**src/sv/joint_trajectory_interpolator_core_macros.svh**
```systemverilog
// Assertion macros shared by the interpolator core
`ifndef JOINT_TRAJECTORY_INTERPOLATOR_CORE_MACROS_SVH
`define JOINT_TRAJECTORY_INTERPOLATOR_CORE_MACROS_SVH
`ifndef ASSERT_OFF
`define ASSERT_AT(lbl, clk, rst, prop) \
  lbl: assert property (@(posedge clk) disable iff (rst) prop) \
    else $error("assertion failed");
`define ASSERT_NEXT(lbl, clk, rst, ante, cons) \
  lbl: assert property (@(posedge clk) disable iff (rst) (ante) |=> (cons)) \
    else $error("assertion failed");
`else
`define ASSERT_AT(lbl, clk, rst, prop)
`define ASSERT_NEXT(lbl, clk, rst, ante, cons)
`endif
`endif

```
**src/sv/jti_pkg.sv**
```systemverilog
package jti_pkg;

  localparam int POS_W         = 20;
  localparam int POS_FRAC_BITS = 16;
  localparam int RATE_W        = 10;
  localparam int DUR_W         = 20;
  localparam int CNT_W         = 20;
  localparam int PPT_W         = RATE_W + DUR_W;
  localparam int FRAC_W        = 31;
  localparam int S_W           = 32;
  localparam int H_W           = 33;
  localparam int MUL_W         = 34;
  localparam int PROD_W        = 2 * MUL_W;
  localparam int DIV_STEPS     = S_W;
  localparam int DIV_CNT_W     = $clog2(DIV_STEPS);
  // numerator is k * 2^(FRAC_W+10); the quotient fits S_W bits once k < step total
  localparam int DIV_PRE_SHIFT = FRAC_W + 10 - S_W;
  localparam int TOTAL_SHIFT   = 10;
  localparam int WRAP_W        = POS_W + 2;
  localparam int CFG_IDX_W     = 3;

  localparam longint PI_Q32 = 64'sd13493037705;
  localparam longint PI_Q   = (PI_Q32 + (64'sd1 <<< (31 - POS_FRAC_BITS)))
                              >>> (32 - POS_FRAC_BITS);
  localparam logic signed [WRAP_W-1:0] PI_W     = WRAP_W'(PI_Q);
  localparam logic signed [WRAP_W-1:0] TWO_PI_W = WRAP_W'(2 * PI_Q);

  localparam logic signed [POS_W-1:0] EXT_RESET     = 20'sd108134;
  localparam logic signed [POS_W-1:0] J2_LOW_RESET  = -20'sd154415;
  localparam logic signed [POS_W-1:0] J2_HIGH_RESET = 20'sd147862;
  localparam logic signed [POS_W-1:0] J3_LOW_RESET  = 20'sd0;
  localparam logic signed [POS_W-1:0] J3_HIGH_RESET = 20'sd196608;
  localparam logic [RATE_W-1:0]       RATE_RESET    = 10'd20;

  localparam logic OP_TICK    = 1'b0;
  localparam logic OP_COMMAND = 1'b1;

  typedef enum logic [CFG_IDX_W-1:0] {
    REG_J2_LOW, REG_J2_HIGH, REG_J3_LOW, REG_J3_HIGH, REG_TICK_RATE
  } cfg_reg_t;

  typedef enum logic [1:0] {
    STAT_OK, STAT_BAD_DUR, STAT_J2_RANGE, STAT_J3_RANGE
  } status_t;

  typedef struct packed {
    logic                    operation;
    logic signed [POS_W-1:0] target_angle1;
    logic signed [POS_W-1:0] target_angle2;
    logic signed [POS_W-1:0] target_extension;
    logic [DUR_W-1:0]        duration;
    logic                    cubic_mode;
  } in_item_t;

  typedef struct packed {
    logic signed [POS_W-1:0] angle1;
    logic signed [POS_W-1:0] angle2;
    logic signed [POS_W-1:0] extension;
    logic [1:0]              status;
    logic                    moving;
  } out_item_t;

  typedef enum logic [3:0] {
    S_IDLE, S_DECODE, S_WRAP, S_SNAP, S_DIV_INIT, S_DIV, S_SHAPE, S_SQ,
    S_SQ_USE, S_CUBE, S_CUBE_USE, S_BL0, S_BL1, S_BL2, S_BL3, S_FINISH
  } ctrl_state_t;

  typedef enum logic [3:0] {
    ACT_NONE, ACT_LATCH, ACT_CHECK, ACT_WRAP, ACT_COMMIT, ACT_SNAP,
    ACT_DIV_INIT, ACT_DIV_STEP, ACT_SHAPE, ACT_SQ_USE, ACT_CUBE_USE,
    ACT_BLEND, ACT_BLEND_LAST, ACT_LOAD_OUT
  } dp_act_t;

  typedef enum logic [1:0] {
    MUL_RATE_DUR, MUL_SS, MUL_S2S, MUL_BLEND
  } mul_sel_t;

  typedef struct packed {
    dp_act_t    act;
    mul_sel_t   mul_sel;
    logic [1:0] joint;
  } dp_cmd_t;

  typedef struct packed {
    logic    is_cmd;
    status_t check;
    logic    active;
    logic    tick_end;
    logic    wrap_done;
    logic    div_last;
    logic    cubic;
    logic    out_free;
  } dp_sts_t;

endpackage

```
**src/sv/jti_datapath.sv**
```systemverilog
module jti_datapath (
  input  logic                              clk,
  input  logic                              rst,
  input  jti_pkg::dp_cmd_t                  cmd,
  output jti_pkg::dp_sts_t                  sts,
  input  jti_pkg::in_item_t                 in_data,
  output jti_pkg::out_item_t                out_data,
  output logic                              out_valid,
  input  logic                              out_ready,
  input  logic                              cfg_valid,
  input  logic [jti_pkg::CFG_IDX_W-1:0]     cfg_index,
  input  logic [jti_pkg::POS_W-1:0]         cfg_data
);
  import jti_pkg::*;

  localparam logic signed [PROD_W-1:0] ROUND_HALF = PROD_W'(1) <<< (FRAC_W - 1);
  localparam logic [S_W-1:0]           ONE_S      = S_W'(1) << FRAC_W;

  logic signed [POS_W-1:0] j2_lo, j2_hi, j3_lo, j3_hi;
  logic [RATE_W-1:0]       tick_rate;

  logic signed [POS_W-1:0] cur [3];
  logic signed [POS_W-1:0] start [3];
  logic signed [POS_W-1:0] tgt [3];
  logic [CNT_W-1:0]        idx, total;
  logic [PPT_W-1:0]        ppt;
  logic                    cubic, active;
  status_t                 status_q;

  in_item_t                item;
  logic signed [WRAP_W-1:0] a1;
  logic [PPT_W-1:0]        rem;
  logic [S_W-1:0]          q, s, s2;
  logic [H_W-1:0]          h;
  logic signed [PROD_W-1:0] prod;
  logic [1:0]              joint_q;
  logic [DIV_CNT_W-1:0]    div_cnt;

  status_t                 check;
  logic                    a1_hi, a1_lo;
  logic signed [MUL_W-1:0] mul_a, mul_b;
  logic [1:0]              jsel;
  logic signed [POS_W:0]   diff;
  logic [PPT_W:0]          trial;
  logic                    trial_ge;
  logic [S_W-1:0]          s_cl, s3;
  logic [S_W+1:0]          h_calc;
  logic signed [PROD_W-1:0] bl_sum;
  logic signed [PROD_W-1:0] bl_shift;
  logic signed [POS_W-1:0] pos_new;
  logic [CNT_W-1:0]        total_new;

  always_comb begin
    if (item.duration == '0) begin
      check = STAT_BAD_DUR;
    end else if (item.target_angle2 > j2_hi || item.target_angle2 < j2_lo) begin
      check = STAT_J2_RANGE;
    end else if (item.target_extension > j3_hi || item.target_extension < j3_lo) begin
      check = STAT_J3_RANGE;
    end else begin
      check = STAT_OK;
    end
  end

  assign a1_hi = a1 > PI_W;
  assign a1_lo = a1 < -PI_W;

  assign jsel = (cmd.joint > 2'd2) ? 2'd0 : cmd.joint;
  assign diff = {tgt[jsel][POS_W-1], tgt[jsel]} - {start[jsel][POS_W-1], start[jsel]};

  always_comb begin
    case (cmd.mul_sel)
      MUL_SS: begin
        mul_a = $signed(MUL_W'(s));
        mul_b = $signed(MUL_W'(s));
      end
      MUL_S2S: begin
        mul_a = $signed(MUL_W'(s2));
        mul_b = $signed(MUL_W'(s));
      end
      MUL_BLEND: begin
        mul_a = MUL_W'(diff);
        mul_b = $signed(MUL_W'(h));
      end
      default: begin
        mul_a = $signed(MUL_W'(tick_rate));
        mul_b = $signed(MUL_W'(item.duration));
      end
    endcase
  end

  assign trial    = {rem, 1'b0};
  assign trial_ge = trial >= {1'b0, ppt};
  assign s_cl     = (q > ONE_S) ? ONE_S : q;
  assign s3       = prod[FRAC_W +: S_W];
  // 3*s2 - 2*s3, never negative since s3 <= s2
  assign h_calc   = ({2'b00, s2} << 1) + {2'b00, s2} - ({2'b00, s3} << 1);
  assign bl_sum   = prod + ROUND_HALF;
  assign bl_shift = bl_sum >>> FRAC_W;
  assign pos_new  = start[joint_q] + bl_shift[POS_W-1:0];
  assign total_new = prod[TOTAL_SHIFT +: CNT_W];

  // configuration registers
  always_ff @(posedge clk) begin
    if (rst) begin
      j2_lo     <= J2_LOW_RESET;
      j2_hi     <= J2_HIGH_RESET;
      j3_lo     <= J3_LOW_RESET;
      j3_hi     <= J3_HIGH_RESET;
      tick_rate <= RATE_RESET;
    end else if (cfg_valid) begin
      case (cfg_reg_t'(cfg_index))
        REG_J2_LOW:    j2_lo     <= cfg_data;
        REG_J2_HIGH:   j2_hi     <= cfg_data;
        REG_J3_LOW:    j3_lo     <= cfg_data;
        REG_J3_HIGH:   j3_hi     <= cfg_data;
        REG_TICK_RATE: tick_rate <= cfg_data[RATE_W-1:0];
        default: ;
      endcase
    end
  end

  // trajectory state
  always_ff @(posedge clk) begin
    if (rst) begin
      for (int i = 0; i < 3; i++) begin
        cur[i]   <= '0;
        start[i] <= '0;
        tgt[i]   <= '0;
      end
      cur[2]   <= EXT_RESET;
      start[2] <= EXT_RESET;
      tgt[2]   <= EXT_RESET;
      idx      <= '0;
      total    <= '0;
      ppt      <= '0;
      cubic    <= 1'b0;
      active   <= 1'b0;
      status_q <= STAT_OK;
    end else begin
      case (cmd.act)
        ACT_CHECK: begin
          status_q <= (item.operation == OP_COMMAND) ? check : STAT_OK;
        end
        ACT_COMMIT: begin
          tgt[0] <= a1[POS_W-1:0];
          tgt[1] <= item.target_angle2;
          tgt[2] <= item.target_extension;
          for (int i = 0; i < 3; i++) start[i] <= cur[i];
          ppt   <= prod[PPT_W-1:0];
          cubic <= item.cubic_mode;
          if (total_new == '0) begin
            // too short for a single tick: go straight to the target
            cur[0] <= a1[POS_W-1:0];
            cur[1] <= item.target_angle2;
            cur[2] <= item.target_extension;
            active <= 1'b0;
            idx    <= '0;
            total  <= '0;
          end else begin
            active <= 1'b1;
            idx    <= CNT_W'(1);
            total  <= total_new;
          end
        end
        ACT_SNAP: begin
          for (int i = 0; i < 3; i++) cur[i] <= tgt[i];
          active <= 1'b0;
          idx    <= '0;
          total  <= '0;
        end
        ACT_BLEND: begin
          cur[joint_q] <= pos_new;
        end
        ACT_BLEND_LAST: begin
          cur[joint_q] <= pos_new;
          idx          <= idx + CNT_W'(1);
        end
        default: ;
      endcase
    end
  end

  // working registers
  always_ff @(posedge clk) begin
    prod    <= mul_a * mul_b;
    joint_q <= cmd.joint;
    case (cmd.act)
      ACT_LATCH: begin
        item <= in_data;
        a1   <= WRAP_W'(in_data.target_angle1);
      end
      ACT_WRAP: begin
        if (a1_hi) begin
          a1 <= a1 - TWO_PI_W;
        end else if (a1_lo) begin
          a1 <= a1 + TWO_PI_W;
        end
      end
      ACT_DIV_INIT: begin
        rem     <= PPT_W'({idx, {DIV_PRE_SHIFT{1'b0}}});
        q       <= '0;
        div_cnt <= '0;
      end
      ACT_DIV_STEP: begin
        rem     <= trial_ge ? PPT_W'(trial - {1'b0, ppt}) : trial[PPT_W-1:0];
        q       <= {q[S_W-2:0], trial_ge};
        div_cnt <= div_cnt + DIV_CNT_W'(1);
      end
      ACT_SHAPE: begin
        s <= s_cl;
        h <= H_W'(s_cl);
      end
      ACT_SQ_USE: begin
        s2 <= prod[FRAC_W +: S_W];
      end
      ACT_CUBE_USE: begin
        h <= H_W'(h_calc);
      end
      default: ;
    endcase
  end

  // output word register
  always_ff @(posedge clk) begin
    if (rst) begin
      out_valid <= 1'b0;
    end else if (cmd.act == ACT_LOAD_OUT) begin
      out_valid <= 1'b1;
    end else if (out_ready) begin
      out_valid <= 1'b0;
    end
  end

  always_ff @(posedge clk) begin
    if (cmd.act == ACT_LOAD_OUT) begin
      out_data.angle1    <= cur[0];
      out_data.angle2    <= cur[1];
      out_data.extension <= cur[2];
      out_data.status    <= status_q;
      out_data.moving    <= active;
    end
  end

  assign sts.is_cmd    = item.operation == OP_COMMAND;
  assign sts.check     = check;
  assign sts.active    = active;
  assign sts.tick_end  = (idx >= total) || (ppt == '0);
  assign sts.wrap_done = !a1_hi && !a1_lo;
  assign sts.div_last  = div_cnt == DIV_CNT_W'(DIV_STEPS - 1);
  assign sts.cubic     = cubic;
  assign sts.out_free  = !out_valid || out_ready;

endmodule

```
**src/sv/jti_ctrl.sv**
```systemverilog
`include "joint_trajectory_interpolator_core_macros.svh"

module jti_ctrl (
  input  logic             clk,
  input  logic             rst,
  input  logic             in_valid,
  output logic             in_ready,
  input  jti_pkg::dp_sts_t sts,
  output jti_pkg::dp_cmd_t cmd
);
  import jti_pkg::*;

  ctrl_state_t state, state_next;

  always_ff @(posedge clk) begin
    if (rst) begin
      state <= S_IDLE;
    end else begin
      state <= state_next;
    end
  end

  always_comb begin
    state_next = state;
    case (state)
      S_IDLE:     if (in_valid) state_next = S_DECODE;
      S_DECODE: begin
        if (sts.is_cmd) begin
          state_next = (sts.check != STAT_OK) ? S_FINISH : S_WRAP;
        end else if (!sts.active) begin
          state_next = S_FINISH;
        end else if (sts.tick_end) begin
          state_next = S_SNAP;
        end else begin
          state_next = S_DIV_INIT;
        end
      end
      S_WRAP:     if (sts.wrap_done) state_next = S_FINISH;
      S_SNAP:     state_next = S_FINISH;
      S_DIV_INIT: state_next = S_DIV;
      S_DIV:      if (sts.div_last) state_next = S_SHAPE;
      S_SHAPE:    state_next = sts.cubic ? S_SQ : S_BL0;
      S_SQ:       state_next = S_SQ_USE;
      S_SQ_USE:   state_next = S_CUBE;
      S_CUBE:     state_next = S_CUBE_USE;
      S_CUBE_USE: state_next = S_BL0;
      S_BL0:      state_next = S_BL1;
      S_BL1:      state_next = S_BL2;
      S_BL2:      state_next = S_BL3;
      S_BL3:      state_next = S_FINISH;
      S_FINISH:   if (sts.out_free) state_next = S_IDLE;
      default:    state_next = S_IDLE;
    endcase
  end

  always_comb begin
    cmd.act     = ACT_NONE;
    cmd.mul_sel = MUL_RATE_DUR;
    cmd.joint   = 2'd0;
    in_ready    = 1'b0;
    case (state)
      S_IDLE: begin
        in_ready = 1'b1;
        if (in_valid) cmd.act = ACT_LATCH;
      end
      S_DECODE:   cmd.act = ACT_CHECK;
      S_WRAP:     cmd.act = sts.wrap_done ? ACT_COMMIT : ACT_WRAP;
      S_SNAP:     cmd.act = ACT_SNAP;
      S_DIV_INIT: cmd.act = ACT_DIV_INIT;
      S_DIV:      cmd.act = ACT_DIV_STEP;
      S_SHAPE:    cmd.act = ACT_SHAPE;
      S_SQ:       cmd.mul_sel = MUL_SS;
      S_SQ_USE:   cmd.act = ACT_SQ_USE;
      S_CUBE:     cmd.mul_sel = MUL_S2S;
      S_CUBE_USE: cmd.act = ACT_CUBE_USE;
      S_BL0: begin
        cmd.mul_sel = MUL_BLEND;
        cmd.joint   = 2'd0;
      end
      // multiply the next joint while the previous product is written back
      S_BL1: begin
        cmd.mul_sel = MUL_BLEND;
        cmd.joint   = 2'd1;
        cmd.act     = ACT_BLEND;
      end
      S_BL2: begin
        cmd.mul_sel = MUL_BLEND;
        cmd.joint   = 2'd2;
        cmd.act     = ACT_BLEND;
      end
      S_BL3:      cmd.act = ACT_BLEND_LAST;
      S_FINISH:   if (sts.out_free) cmd.act = ACT_LOAD_OUT;
      default: ;
    endcase
  end

  `ASSERT_NEXT(a_busy_after_accept, clk, rst, in_valid && in_ready, !in_ready)
  `ASSERT_AT(a_load_needs_slot, clk, rst, (cmd.act == ACT_LOAD_OUT) |-> sts.out_free)
  `ASSERT_NEXT(a_div_exit, clk, rst, (state == S_DIV) && sts.div_last, state == S_SHAPE)

endmodule

```
**src/sv/joint_trajectory_interpolator_core.sv**
```systemverilog
// Channel   Handshake              Word
// in        in_valid / in_ready    in_data  (tick or motion command)
// out       out_valid / out_ready  out_data (setpoints, status, moving)
// cfg       cfg_valid / cfg_ready  cfg_index, cfg_data (always ready)
//
// One item at a time. A tick while moving forms its progress fraction with the
// 32-step restoring divider, in cubic mode shapes it, then blends each joint.
// The tick that ends a motion snaps to the target. A valid command wraps angle 1
// into range one wrap step at a time; rejected commands and idle ticks skip this.
// The next item is taken while the previous word waits in the output register.
// Reset is synchronous; positions come up at 0, 0 and 1.65 m.
module joint_trajectory_interpolator_core (
  input  logic                          clk,
  input  logic                          rst,
  input  logic                          in_valid,
  output logic                          in_ready,
  input  jti_pkg::in_item_t             in_data,
  output logic                          out_valid,
  input  logic                          out_ready,
  output jti_pkg::out_item_t            out_data,
  input  logic                          cfg_valid,
  output logic                          cfg_ready,
  input  logic [jti_pkg::CFG_IDX_W-1:0] cfg_index,
  input  logic [jti_pkg::POS_W-1:0]     cfg_data
);
  import jti_pkg::*;

  dp_cmd_t cmd;
  dp_sts_t sts;

  assign cfg_ready = 1'b1;

  jti_ctrl u_ctrl (
    .clk      (clk),
    .rst      (rst),
    .in_valid (in_valid),
    .in_ready (in_ready),
    .sts      (sts),
    .cmd      (cmd)
  );

  jti_datapath u_datapath (
    .clk       (clk),
    .rst       (rst),
    .cmd       (cmd),
    .sts       (sts),
    .in_data   (in_data),
    .out_data  (out_data),
    .out_valid (out_valid),
    .out_ready (out_ready),
    .cfg_valid (cfg_valid),
    .cfg_index (cfg_index),
    .cfg_data  (cfg_data)
  );

endmodule

```
**config.mk**
```make
export PLATFORM = sky130hd
export DESIGN_NAME = joint_trajectory_interpolator_core
export DESIGN_NICKNAME = d
export VERILOG_FILES = /design/src/sv/jti_pkg.sv /design/src/sv/jti_datapath.sv /design/src/sv/jti_ctrl.sv /design/src/sv/joint_trajectory_interpolator_core.sv
export VERILOG_INCLUDE_DIRS = /design/src /design/src/sv
export SDC_FILE = /design/constraint.sdc
export NUM_CORES = 2
export LEC_CHECK = 0
export ABC_AREA = 1
export BUFFER_PORTS_ARGS = -buffer_cell sky130_fd_sc_hd__buf_4
export CAP_MARGIN = 25
export CELL_PAD_IN_SITES_DETAIL_PLACEMENT = 2
export CELL_PAD_IN_SITES_GLOBAL_PLACEMENT = 2
export CORE_MARGIN = 5
export CORE_UTILIZATION = 37
export DETAILED_ROUTE_END_ITERATION = 6
export PLACE_DENSITY_LB_ADDON = 0.1
export SETUP_SLACK_MARGIN = 0.4
export SLEW_MARGIN = 20
export SYNTH_ARGS = -nofsm -noshare
export SYNTH_HDL_FRONTEND = slang
export SYNTH_HIERARCHICAL = 1
export SYNTH_SLANG_ARGS = --single-unit
```
**constraint.sdc**
```tcl
create_clock -name clk -period 9.3 [get_ports clk]
set_clock_uncertainty 0.15 [all_clocks]
set_input_delay 1.395 -clock clk [delete_from_list [all_inputs] [get_ports clk]]
set_output_delay 1.395 -clock clk [all_outputs]
set_load 0.02 [all_outputs]
```
### Yosys cells after proc, flatten, opt, wreduce, memory -nomap -nowiden

Memory sizes are Yosys's and may differ from the RTL's. A register that Yosys moved wholly into a read port is not among the register bits.
Cells that the tools add are included.

* mux-type cells: 78
* bitwise gates (word level): 16
* equal/unequal tests: 41
* reduce and logical (&&, ||, !) cells: 32
* add/subtract/negate cells: 10
* magnitude comparators: 10
* multiply operators: 1

Operators by type and width (number)
* $mux W20: 18
* $pmux W33 S2: 2
* $pmux W34 S3: 1
* $pmux W32 S2: 1
* $mul A34 B34 Y63: 1
* $pmux W20 S3: 1
* $pmux W30 S2: 1
* $pmux W4 S15: 1
* $eq A4 B4 Y1 const B: 14
* $add A51 B32 Y51 const B: 1
* $pmux W4 S12: 1
* $mux W22: 2
* $pmux W22 S2: 1
* $gt A20 B20 Y1: 2
* $logic_not A20 Y1: 2
* $lt A20 B20 Y1: 2
* $pmux W20 S2: 1
* $mux W4: 9
* $add A33 B32 Y33: 1
* $sub A33 B33 Y33: 1
* $eq A4 B3 Y1 const B: 8
* $gt A32 B32 Y1 const B: 1
* $mux W32: 1
* $ge A31 B30 Y1: 1
* 44 further kinds: 114

* input port bits: 110
* bits in writable memories: 180
* logic and storage cells: 223
* memories: 3
* register bits after elaboration: 545

Memory list
* u_datapath.cur: depth 3, width 20, read ports 3, clocked after Yosys merged registers in 0, wr ports 3, line jti_datapath.sv:22 `logic signed [POS_W-1:0] cur [3];`
* u_datapath.start: depth 3, width 20, read ports 2, clocked after Yosys merged registers in 1, wr ports 3, line jti_datapath.sv:23 `logic signed [POS_W-1:0] start [3];`
* u_datapath.tgt: depth 3, width 20, read ports 4, clocked after Yosys merged registers in 0, wr ports 3, line jti_datapath.sv:24 `logic signed [POS_W-1:0] tgt [3];`

### Longest topological paths before layout

* word-level depth: 12
* gate-level depth with buffers: 55
* mapped depth without buffers: 53

### By module

The synthesis kept the hierarchy.

By module, submodules not included
* jti_datapath: times used 1, cells each 8573, area each 75516.2 um^2
* jti_ctrl: times used 1, cells each 101, area each 534.3 um^2
* joint_trajectory_interpolator_core: times used 1, cells each 2, area each 11.3 um^2

### Worst setup path before layout

No wires, ideal clock.

* path kind: reg2reg
* start: reg u_ctrl.state[3]
* end: reg u_datapath.prod[59]
* setup time: 72 ps
* arrival: 9781 ps
* path buffers: 2
* path slack: -703 ps
* cell stages (with the launch flop): 38
* cell sequence: dfxtp_1 > nand2_1 > nor2_1 > inv_1 > nor2_1 > clkinv_1 > clkbuf_1 > o21ai_0 > ha_1 > inv_1 > fa_1 > nand3_1 > nand2_1 > nand2_1 > nand4_2 > nand4_4 > buf_1 > nor2_1 > [... 2 more ...] > fa_1 > fa_1 > inv_1 > fa_1 > fa_1 > fa_1 > fa_1 > inv_1 > fa_1 > inv_1 > ha_1 > a21oi_1 > o21a_1 > inv_1 > a221oi_1 > nand3_1 > a21oi_1 > xor2_1

RTL lines
* start: declaration: line jti_ctrl.sv:13 `ctrl_state_t state, state_next;`
* start signal: assignment: line jti_ctrl.sv:19 `state <= state_next;`
* end signal: assignment: line jti_datapath.sv:186 `prod <= mul_a * mul_b;`
* end: declaration: line jti_datapath.sv:35 `logic signed [PROD_W-1:0] prod;`

==> impl_metrics.tcl <==
set metrics [dict create \
    status "finished, violations left" \
    violations "negative setup slack" \
    die_x_um 463 \
    tightest_slew_ps 1270 \
    drive_gt1_frac 0.232 \
    setup_tns_ps -49630 \
    synth_edf_count 491 \
    critPathMaxStageDelay_ps 620 \
    hold_slack_ps 270 \
    start_util 0.372 \
    syn_avg_cell_area_um2 8.77 \
    drt_iter0_markers 4640 \
    clock_latency_ps 750 \
    synthArstFlopShare 0 \
    path_clk_slew_ps 60 \
    grt_max_degree 127 \
    grt_usage 0.327 \
    drc_errors 0 \
    max_freq_mhz 93.6 \
    die_area_um2 215000 \
    hold_path.class "reg -> reg" \
    synth_area_leaders "fa_1 31%, edfxtp_1 19%, inv_1 9.3%, ha_1 6.9%, nand2_1 6.4%" \
    die_h_um 463 \
    fillers 21820 \
    period_share 1.15 \
    pin_count 176 \
    gr-max-usage-layer "met2" \
    dp_hpwl_um 289000 \
    place_area_um2 89000 \
    synth_ff_type "edfxtp_1" \
    cts_buffer_depth 3 \
    critPathRequiredTime_ps 9780 \
    root_buffer "clkbuf_16" \
    finalNetCount 11497 \
    io_buffer_count 174 \
    crit_family "adder cells" \
    setup_ws_ps -1380 \
    maxCapViolations 0 \
    wl_per_cell_um 29.0 \
    cpMostUsedCell "fa_1" \
    h-tree-depth 3 \
    critPathLaunchType "register" \
    end_kind "register" \
    cp.arrival_ps 11170 \
    fin_cells 12571 \
    first_global_vias 77530 \
    wirelength_um 364000 \
    critPathSlowestCell "fa_2" \
    syn_inst 8676 \
    use_met2 0.548 \
    grt_overflow_total 0 \
    synth-seq-cells 725 \
    fin_crit_ps 10680 \
    slew_headroom 0.145 \
    gp_congestion 0.939 \
    yosysTopAreaCell "fa_1" \
    clock_sinks 725 \
    globalRouteMet3Util 0.0367 \
    worstSetupPathType "reg -> reg" \
    antenna_found_initial 10 \
    synth-seq-area-share 0.255 \
    fp.coreArea_um2 205000 \
    grt_pass1_wl_um 519000 \
    rsz0062_at_grt "yes" \
    dr.pass1.iters 5 \
    antenna_left 0 \
    area_delta_synth_final_pct 28.3 \
    synth_top_area_share 0.306 \
    dp.cells 12244 \
    final-hold-violation-count 0 \
    use_met1 0.433 \
    vias 68027 \
    row_count 166 \
    synth_most_common_cell "inv_1" \
    synth_top_cells_by_count "1890 x inv_1, 1296 x nand2_1, 1164 x fa_1, 1149 x nor2_1, 491 x edfxtp_1" \
    synth.distinct_cells 76 \
    yosys_warnings 6 \
    synth_nets 10368 \
    worstPathMaxFanout 7 \
    cts_buffers 91 \
    finalSetupViolCount 49 \
    drv_slew 0 \
    synth_area_um2 76100 \
    avgViaCountPerCell 5.41 \
    post-route-cell-area_um2 97600 \
    cts_tree "done" \
    critPathBufInv 15 \
]
state kept, by name, indices dropped and copies added (netlist names), 33 cells and up:
register,flops
u_datapath/out_data,63
u_datapath/cur,60
u_datapath/start,60
u_datapath/tgt,60
u_datapath/item,61
u_datapath/h,33
u_datapath/prod,63
worst paths after layout:
check	cells after the start	slack, ps	endpoint	start
worst max register to register	50	-1380	u_datapath/prod[57]$_DFF_P_	u_ctrl/state[1]$_SDFFE_PP0P_
worst min-delay path	2	270	u_datapath/ppt[5]$_SDFFE_PP0N_	u_datapath/prod[5]$_DFF_P_
worst min register to register	2	270	u_datapath/ppt[5]$_SDFFE_PP0N_	u_datapath/prod[5]$_DFF_P_
worst max-delay path	50	-1380	u_datapath/prod[57]$_DFF_P_	u_ctrl/state[1]$_SDFFE_PP0P_
worst register-to-register path: cells and delay by family, from the launching register on:
kind,cells,cell delay [ps]
AOI/OAI and AO/OA,6,1020
xor gates and xnor gates,1,150
adders and majority gates,10,4670
buffers and inverters,15,1740
DFF,1,370
and+or+nand+nor,18,2500
per-layer routing:
| metal | part of all wire | wire [um] | vias to the layer above |
|---|---|---|---|
| li1 | - | - | 29169 |
| met1 | 0.42 | 153000 | 36123 |
| met2 | 0.48 | 174000 | 2036 |
| met3 | 0.050 | 18200 | 697 |
| met4 | 0.053 | 19300 | 2 |
| met5 | 0.000055 | 20 | - |
logic make-up (layout without fill, tap and decap cells):
kind of cell	Yosys count	in the layout	synth area share
and+or+nand+nor	2863	2863	0.153
buffers and inverters	2212	3418	0.111
adders and majority gates	1582	1582	0.375
AOI/OAI and AO/OA	1137	1137	0.0873
DFF	725	725	0.255
xor gates and xnor gates	156	156	0.0180
other	1	2	0.0000493
cell usage in the layout, fill, tap and decap left out, types with 19 or more instances in the layout:
master / netlist / routed
inv_1: 1890 / 1800
nand2_1: 1296 / 1194
buf_4: 18 / 1114
fa_1: 1164 / 1088
nor2_1: 1149 / 1014
edfxtp_1: 491 / 491
ha_1: 418 / 354
o21ai_0: 389 / 331
a21oi_1: 377 / 296
dfxtp_1: 234 / 230
nand3_1: 187 / 152
buf_12: 0 / 101
o22ai_1: 98 / 97
clkbuf_16: 0 / 95
buf_6: 3 / 95
inv_2: 15 / 91
xor2_1: 94 / 82
nor2_4: 7 / 76
nor2_2: 10 / 76
fa_2: 0 / 76
nand2_2: 13 / 72
ha_4: 0 / 55
xnor2_1: 62 / 54
nand4_1: 51 / 51
nor3_1: 51 / 48
o211ai_1: 44 / 44
a21oi_2: 2 / 42
a21oi_4: 0 / 41
nand2_4: 3 / 40
o21ai_1: 19 / 40
a31oi_1: 39 / 31
or2_2: 31 / 29
o21ai_2: 7 / 27
nand3_2: 3 / 25
nor4_1: 32 / 24
clkbuf_1: 203 / 23
a21o_1: 23 / 20
clkinv_1: 19 / 19
o21a_1: 20 / 19
stage by stage:
step,util,setup WS [ps]
2_1_floorplan,-,341
3_3_place_gp,0.435,-1610
3_5_place_dp,0.435,-1830
4_1_cts,0.472,-841
5_1_grt,0.477,-1560
6_report,0.477,-1380
repair_timing:
action                                  4_1_cts  5_1_grt
buffers inserted                            116       33
pin swaps                                   266      132
cloned                                        5        1
endpoints found under the setup margin       53       54
resized for setup                           781      172
hold buffers                                  0        0
final cells by class:
class | count | area, um^2 | area share
inverter | 1924 | 7310 | 0.0749
multi-input combinational | 5739 | 52600 | 0.539
antenna | 1 | 2.50 | 0.0000256
clock buffer | 125 | 2550 | 0.0261
timing repair inverter | 1 | 30.0 | 0.000308
clock inverter | 45 | 616 | 0.00631
sequential | 725 | 19400 | 0.199
timing repair buffer | 1323 | 11700 | 0.120
tap | 2688 | 3360 | 0.0345
Power is left out: the tool's default activity adds up to more than one toggle a clock period on the data nets, which glitch-free logic cannot reach.
